**config.mk**
```make
export PLATFORM = sky130hd
export DESIGN_NAME = idfc_report
export DESIGN_NICKNAME = d
export VERILOG_FILES = /design/src/rtl/core/idfc_pkg.sv /design/src/rtl/core/idfc_report.sv
export SDC_FILE = /design/constraint.sdc
export NUM_CORES = 1
export LEC_CHECK = 0
export BUFFER_PORTS_ARGS = -buffer_cell sky130_fd_sc_hd__buf_2
export CAP_MARGIN = 20
export CORE_MARGIN = 2
export CORE_UTILIZATION = 50
export DETAILED_ROUTE_END_ITERATION = 7
export PLACE_DENSITY = 0.84
export SLEW_MARGIN = 20
export SYNTH_ARGS = -nofsm -noshare
export SYNTH_HDL_FRONTEND = slang
export SYNTH_SLANG_ARGS = --single-unit
export TNS_END_PERCENT = 5
```
**constraint.sdc**
```tcl
create_clock -name clk -period 4.7 [get_ports clk]
set_clock_uncertainty 0.15 [all_clocks]
set_input_delay 0.47 -clock clk [delete_from_list [all_inputs] [get_ports clk]]
set_output_delay 0.47 -clock clk [all_outputs]
set_load 0.005 [all_outputs]
```
**src/rtl/core/idfc_pkg.sv**
```systemverilog
`default_nettype none
// ----------------------------------------------------------------------------
// idfc_pkg - shared types and constants of the identifier field classifier
// Sizes, opcodes, class codes, beat structs and small character helpers.
// ----------------------------------------------------------------------------
package idfc_pkg;

  localparam int MAX_FIELDS     = 16;
  localparam int MAX_FIELD_LEN  = 32;
  localparam int MAX_SEPARATORS = 32;

  localparam int FLD_W     = $clog2(MAX_FIELDS + 1);
  localparam int IDX_W     = (MAX_FIELDS > 1) ? $clog2(MAX_FIELDS) : 1;
  localparam int LEN_W     = $clog2(MAX_FIELD_LEN + 1);
  localparam int SEP_W     = $clog2(MAX_SEPARATORS + 1);
  localparam int SIDX_W    = (MAX_SEPARATORS > 1) ? $clog2(MAX_SEPARATORS) : 1;
  localparam int REF_DEPTH = MAX_FIELDS * MAX_FIELD_LEN;
  localparam int REF_AW    = $clog2(REF_DEPTH);
  localparam int VAL_W     = 31;

  localparam logic [VAL_W-1:0] NUM_LIMIT = {VAL_W{1'b1}};

  // opcodes
  localparam logic [1:0] OP_CHAR   = 2'd0;
  localparam logic [1:0] OP_EOL    = 2'd1;
  localparam logic [1:0] OP_REPORT = 2'd2;

  // field classes
  localparam logic [1:0] CLS_SAME  = 2'd0;
  localparam logic [1:0] CLS_INCR  = 2'd1;
  localparam logic [1:0] CLS_IRREG = 2'd2;

  // characters
  localparam logic [7:0] CH_AT = 8'h40;
  localparam logic [7:0] CH_0  = 8'h30;
  localparam logic [7:0] CH_9  = 8'h39;
  localparam logic [7:0] CH_LA = 8'h61;
  localparam logic [7:0] CH_LZ = 8'h7a;
  localparam logic [7:0] CH_UA = 8'h41;
  localparam logic [7:0] CH_UZ = 8'h5a;

  typedef struct packed {
    logic [1:0] opcode;
    logic [7:0] char_code;
  } in_beat_t;

  typedef struct packed {
    logic [3:0] field_index;
    logic [1:0] field_class;
    logic [4:0] field_count;
    logic       last;
    logic       error;
  } out_beat_t;

  // state handed to the report sequencer when a report is accepted
  typedef struct packed {
    logic [2*MAX_FIELDS-1:0] classes;
    logic [FLD_W-1:0]        total;
    logic                    error;
  } rpt_snap_t;

  typedef struct packed {
    logic             ovf;
    logic [VAL_W-1:0] val;
  } num_t;

  function automatic logic is_digit(logic [7:0] c);
    return c inside {[CH_0:CH_9]};
  endfunction

  function automatic logic is_word(logic [7:0] c);
    return c inside {CH_AT, [CH_0:CH_9], [CH_LA:CH_LZ], [CH_UA:CH_UZ]};
  endfunction

  // value*10 + d, saturating at NUM_LIMIT
  function automatic num_t add_digit(logic [VAL_W-1:0] v, logic [3:0] d);
    logic [VAL_W+3:0] ext;
    logic [VAL_W+3:0] prod;
    num_t             r;
    ext  = {4'b0, v};
    prod = (ext << 3) + (ext << 1) + {{VAL_W{1'b0}}, d};
    if (prod > {4'b0, NUM_LIMIT}) begin
      r.ovf = 1'b1;
      r.val = NUM_LIMIT;
    end else begin
      r.ovf = 1'b0;
      r.val = prod[VAL_W-1:0];
    end
    return r;
  endfunction

  function automatic logic [REF_AW-1:0] ref_addr(logic [FLD_W-1:0] f, logic [LEN_W-1:0] l);
    return REF_AW'(int'(f) * MAX_FIELD_LEN + int'(l));
  endfunction

endpackage
`default_nettype wire

```
**src/rtl/core/idfc_report.sv**
```systemverilog
`default_nettype none
// ----------------------------------------------------------------------------
// idfc_report - report sequencer
// Holds a snapshot of the field classes; one beat per field, or one if none.
// ----------------------------------------------------------------------------
module idfc_report (
  input  wire logic                 clk,
  input  wire logic                 rst_n,
  input  wire logic                 start,
  input  wire idfc_pkg::rpt_snap_t  snap,
  output logic                      busy,
  output logic                      out_valid,
  input  wire logic                 out_stall,
  output idfc_pkg::out_beat_t       out_data
);
  import idfc_pkg::*;

  logic             busy_r, busy_nxt;
  logic [IDX_W-1:0] idx_r, idx_nxt;
  rpt_snap_t        snap_r;
  logic             is_last;
  logic             fire;

  assign is_last = (snap_r.total == '0) || (FLD_W'(idx_r) + 1'b1 == snap_r.total);
  assign fire    = busy_r && !out_stall;

  always_comb begin
    busy_nxt = busy_r;
    idx_nxt  = idx_r;
    if (start) begin
      busy_nxt = 1'b1;
      idx_nxt  = '0;
    end else if (fire) begin
      if (is_last) begin
        busy_nxt = 1'b0;
      end else begin
        idx_nxt = idx_r + 1'b1;
      end
    end
  end

  always_ff @(posedge clk) begin
    if (!rst_n) begin
      busy_r <= 1'b0;
      idx_r  <= '0;
    end else begin
      busy_r <= busy_nxt;
      idx_r  <= idx_nxt;
    end
  end

  always_ff @(posedge clk) begin
    if (start) begin
      snap_r <= snap;
    end
  end

  assign busy      = busy_r;
  assign out_valid = busy_r;

  always_comb begin
    out_data.field_index = 4'(idx_r);
    out_data.field_class = (snap_r.total == '0) ? CLS_SAME : snap_r.classes[2*idx_r +: 2];
    out_data.field_count = 5'(snap_r.total);
    out_data.last        = is_last;
    out_data.error       = snap_r.error;
  end

endmodule
`default_nettype wire

```
# [Yosys cells after proc, flatten, opt, wreduce, memory -nomap -nowiden]
# Cells that the tools add are included.
[classes] add_sub_neg=2 eq_ne=1 shifts=1 mux=4 bitwise_logic=2 n_reduce_logical=9
[ops] cell="indexed part select 32 x 6 -> 2 bit" n=1
[ops] cell="adder 4 x 1 -> 5 bit (second input constant)" n=1
[ops] cell="== test 5 bit" n=1
[ops] cell="logical NOT 5 bit" n=1
[ops] cell="adder 4 x 1 -> 4 bit (second input constant)" n=1
[ops] cell="AND reduction 2 bit" n=2
[ops] cell="nonzero test 2 bit" n=2
[ops] cell="2-to-1 mux 1 bit" n=3
[ops] cell="2-to-1 mux 2 bit" n=1
[ops] cell="inverter 1 bit" n=2
[ops] cell="OR reduction 2 bit" n=1
[ops] cell="logical AND 1 bit" n=1
[ops] cell="logical NOT 1 bit" n=1
[ops] cell="logical OR 1 bit" n=1
[totals] ff_bits=43 in_bits=42 word_cells=24

# [Logic depth before layout (Yosys ltp)]
[depth] ltp_word=6 ltp_mapped=7 mapped_depth_nobuf=7

# [Least setup slack after synthesis]
# OpenSTA, ideal clock, no wires.
[synth_path] kind="reg-to-output" from="register idx_r[0]" to="output port out_data[7] (netlist bit)" arrival_time_ps=1709 required_ps=4080 path_slack_ps=2371 stages_incl_launch_ff=5 n_path_buf=1 cell_sequence="dfxtp_1 buf_4 mux4_2 mux4_2 and2b_1"
[synth_lines] item="start: declaration" line_no="idfc_report.sv:19" source="logic [IDX_W-1:0] idx_r, idx_nxt;"
[synth_lines] item="start signal: assignment" line_no="idfc_report.sv:48" source="idx_r <= idx_nxt;"
[synth_lines] item="end: declaration" line_no="idfc_report.sv:14" source="output idfc_pkg::out_beat_t out_data"

==> metrics.log <==
[metrics] Lkg Pwr: 0.8384 nW
[metrics] xor and xnor fraction of the mapped netlist area: 0.02409
[metrics] min setup slack post-route: 1.606 ns
[metrics] complex-gate fraction of the synthesized area: 0.04680
[metrics] Total Die Area: 4134 um^2
[metrics] via count of the first global-routing pass: 1033
[metrics] net switching share of the total power: 0.1948
[metrics] worst reg-to-reg setup slack: 2.12 ns
[metrics] die span in y: 64.30 um
[metrics] slew at the pin with the worst max-slew slack: 0.8611 ns
[metrics] drt first-iter violations: 58
[metrics] share of the synthesized area in the top cell type: 0.6277
[metrics] share of the core filled with cells in the final layout: 0.6300
[metrics] core region area: 3416 um^2
[metrics] post-synthesis share of cell area spent on and, or, nand and nor gates: 0.06401
[metrics] Clock Tree Root: sky130_fd_sc_hd__clkbuf_4
[metrics] Chip Width: 64.30 um
[metrics] switching pwr: 0.1430 mW
[metrics] portion of the post-synthesis area used by sequential elements: 0.6827
[metrics] fin crit period: 3.094 ns
[metrics] Pre-antenna DRT Iters: 4
[metrics] count of final hold-check violations: 0
[metrics] clock transition at the registers of the reported paths: 0.11 ns
[metrics] I/O Pins: 57
[metrics] number of I/O port buffers: 56
[metrics] kind of launch point of the worst setup path: register
[metrics] Internal Power: 0.5911 mW
[metrics] number of synthesized register bits: 43
[metrics] CTS max path bufs: 2
[metrics] H-tree depth reported by CTS: 2
[metrics] number of antenna violations at the first check in global routing: 0
[metrics] wire length after detailed routing: 2937 um
[metrics] most area-consuming cells after synthesis: sky130_fd_sc_hd__edfxtp_1, sky130_fd_sc_hd__mux4_2, sky130_fd_sc_hd__dfxtp_1, sky130_fd_sc_hd__buf_4, sky130_fd_sc_hd__xnor2_1
[metrics] DRT antenna net count: 0
[metrics] DRC violation count after routing: 0
[metrics] number of gates given a new drive strength after cts: 0
[metrics] fraction of final layout cells sized beyond drive strength 1: 0.4808
[metrics] syn_nets: 146
[metrics] highest ir drop seen on vdd: 240.6 uV
[metrics] antenna diode instance count: 0
[metrics] Clk Latency, worst-skew pair: 0.33 ns
[metrics] gr ovfl total: 0
[metrics] power density over the cells: 341.1 nW/um^2
[metrics] most frequent standard cell in the layout excluding fill and tap cells: sky130_fd_sc_hd__buf_2
[metrics] slew margin rel.: 0.4259
[metrics] count of yosys warnings during synthesis: 0
[metrics] Tot Pwr: 0.7341 mW
[metrics] DPL Wire Length: 2200 um
[metrics] upper clock frequency limit: 0.3232 GHz
[metrics] clock tree from TritonCTS: built
[metrics] Via Count: 1032
[metrics] Mapped Area: 1818 um^2
[metrics] maximum net fanout on the critical path: 13
[metrics] Layout Area Growth over Synthesis: 18.38%
[metrics] row count: 21
[metrics] net total in the final layout: 198
[metrics] pre-CTS setup slack: 1.934 ns
[metrics] category of the worst setup path capture point: output pin
[metrics] Netlist cell types: 29
[metrics] starting density of the core: 0.5322
[metrics] worst hold-check path type: in -> reg
[metrics] fillcell total: 279
[metrics] path type of the worst setup path: reg -> out
[metrics] Max-cap violations: 0
[metrics] data required time of the worst path: 4.08 ns
[metrics] total CTS buffers: 5
[metrics] Post-CTS Setup Inserts: 0
[metrics] synthesized area per cell: 17.65 um^2
[metrics] fin. max-slew vios: 0
[metrics] CP arrival: 2.47 ns
[metrics] Post-CTS Hold Fix Bufs: 0
[metrics] clock sink count: 43
[metrics] global placement routability congestion: 0.7408
[metrics] vias per cell: 5.109
[metrics] routed wirelength normalized by instance count: 14.54 um
[metrics] result of the run: completed
[metrics] total track usage: 0.1573
[metrics] cell taking the most area after synthesis: sky130_fd_sc_hd__edfxtp_1
[metrics] largest family of logic cells by synthesized area: multiplexers
[metrics] count of mapped cells out of synthesis: 103
[metrics] final setup violation count: 0
[metrics] Seq pwr share: 0.625
[metrics] pin count of the biggest net entering global routing: 43
[metrics] arithmetic-cell share of the synthesized area counting full adders, half adders and majority gates: 0.006882
[metrics] global-route wire length before repair: 4754 um
[metrics] unrepaired setup endpoints after global routing: no
[metrics] sum of negative setup slack: 0 ns
[metrics] most used cells in the layout excluding fill and tap cells: sky130_fd_sc_hd__buf_2, sky130_fd_sc_hd__edfxtp_1, sky130_fd_sc_hd__mux4_2
[metrics] period utilisation layout: 0.6583
[metrics] share of total power in the clock network: 0.293
[metrics] post-synthesis mux area share: 0.1294
[metrics] portion of total power attributed to combinational logic: 0.082
## kinds of logic after synthesis
logic type      count (synthesis)
flops                          43
simple gates                   20
buf+inv                        12
compound gates                 11
mux                            11
xor+xnor                        5
fa+ha+maj                       1
## power groups by stage
stage,Clock [mW],Sequential [mW],Combinational (mW)
2_1_floorplan,0,0.461,0.0358
3_3_place_gp,0,0.466,0.0581
3_5_place_dp,0,0.468,0.0606
4_1_cts,0.226,0.459,0.0607
5_1_grt,0.242,0.462,0.0663
6_report,0.215,0.459,0.0600
## cell type report
type	instances	area [um^2]	area share
clock buffers	5	37.54	0.01744
clock inverters	3	38.79	0.01802
inverters	1	3.754	0.001744
multi-input cells	48	493.0	0.2291
flip-flops and latches	43	1241	0.5767
well taps	46	57.56	0.02674
repair buffers	56	280.3	0.1302
## path summary, 6_finish.rpt
check	startpoint	endpoint	cells past startpoint
max	idx_r[0]	out_data[7]	4
min	snap[21]	snap_r[21]	1
max reg2reg	idx_r[0]	idx_r[3]	7
min reg2reg	busy	busy	2
## critical path, cell delays in order (launching register included)
cell	delay (ns)
sky130_fd_sc_hd__dfxtp_1	0.79
sky130_fd_sc_hd__mux4_2	0.59
sky130_fd_sc_hd__mux4_2	0.49
sky130_fd_sc_hd__and2b_1	0.16
sky130_fd_sc_hd__buf_2	0.12
## registers in the layout, indices dropped and copies added (netlist names)
signal / flops
snap_r: 32
idx_r: 4
out_data: 6
busy: 1
## Yosys cell counts
| cell | instances |
|---|---|
| sky130_fd_sc_hd__dfxtp_1 | 5 |
| sky130_fd_sc_hd__nand4b_1 | 1 |
| sky130_fd_sc_hd__nand3b_1 | 1 |
| sky130_fd_sc_hd__clkbuf_2 | 1 |
| sky130_fd_sc_hd__nor2b_1 | 1 |
| sky130_fd_sc_hd__xnor2_1 | 3 |
| sky130_fd_sc_hd__a21oi_1 | 2 |
| sky130_fd_sc_hd__a211oi_2 | 1 |
| sky130_fd_sc_hd__o21ai_0 | 3 |
| sky130_fd_sc_hd__and2b_1 | 2 |
| sky130_fd_sc_hd__buf_4 | 10 |
| sky130_fd_sc_hd__or4_1 | 1 |
| sky130_fd_sc_hd__xor2_1 | 2 |
| sky130_fd_sc_hd__or4b_1 | 1 |
| sky130_fd_sc_hd__mux2i_1 | 1 |
| sky130_fd_sc_hd__o2bb2ai_1 | 1 |
| sky130_fd_sc_hd__or3b_1 | 1 |
| sky130_fd_sc_hd__nand3_1 | 2 |
| sky130_fd_sc_hd__o22ai_1 | 1 |
| sky130_fd_sc_hd__nand2b_1 | 2 |
| sky130_fd_sc_hd__ha_1 | 1 |
| sky130_fd_sc_hd__nand2_1 | 2 |
| sky130_fd_sc_hd__edfxtp_1 | 38 |
| sky130_fd_sc_hd__a21o_1 | 1 |
| sky130_fd_sc_hd__mux4_2 | 10 |
| sky130_fd_sc_hd__a21oi_4 | 1 |
| sky130_fd_sc_hd__inv_1 | 1 |
| sky130_fd_sc_hd__nor2_1 | 6 |
| sky130_fd_sc_hd__a211o_1 | 1 |
## metrics by stage
stage	cells	hold slack, ns	cell area [um^2]
3_3_place_gp	194	0.3913	2076
2_1_floorplan	103	0.3983	1818
3_5_place_dp	194	0.4197	2076
5_1_grt	202	0.1215	2152
4_1_cts	202	0.1322	2152
6_report	202	0.1560	2152
## per-layer routing
layer | vias to the layer above | global-route usage | routed length [um]
met5 | - | 0 | 0
li1 | 498 | - | -
met1 | 490 | 0.2083 | 1276
met3 | 2 | 0.06162 | 211
met2 | 42 | 0.2422 | 1434
met4 | 0 | 0.04787 | 14
(Power assumes the default switching activity.)
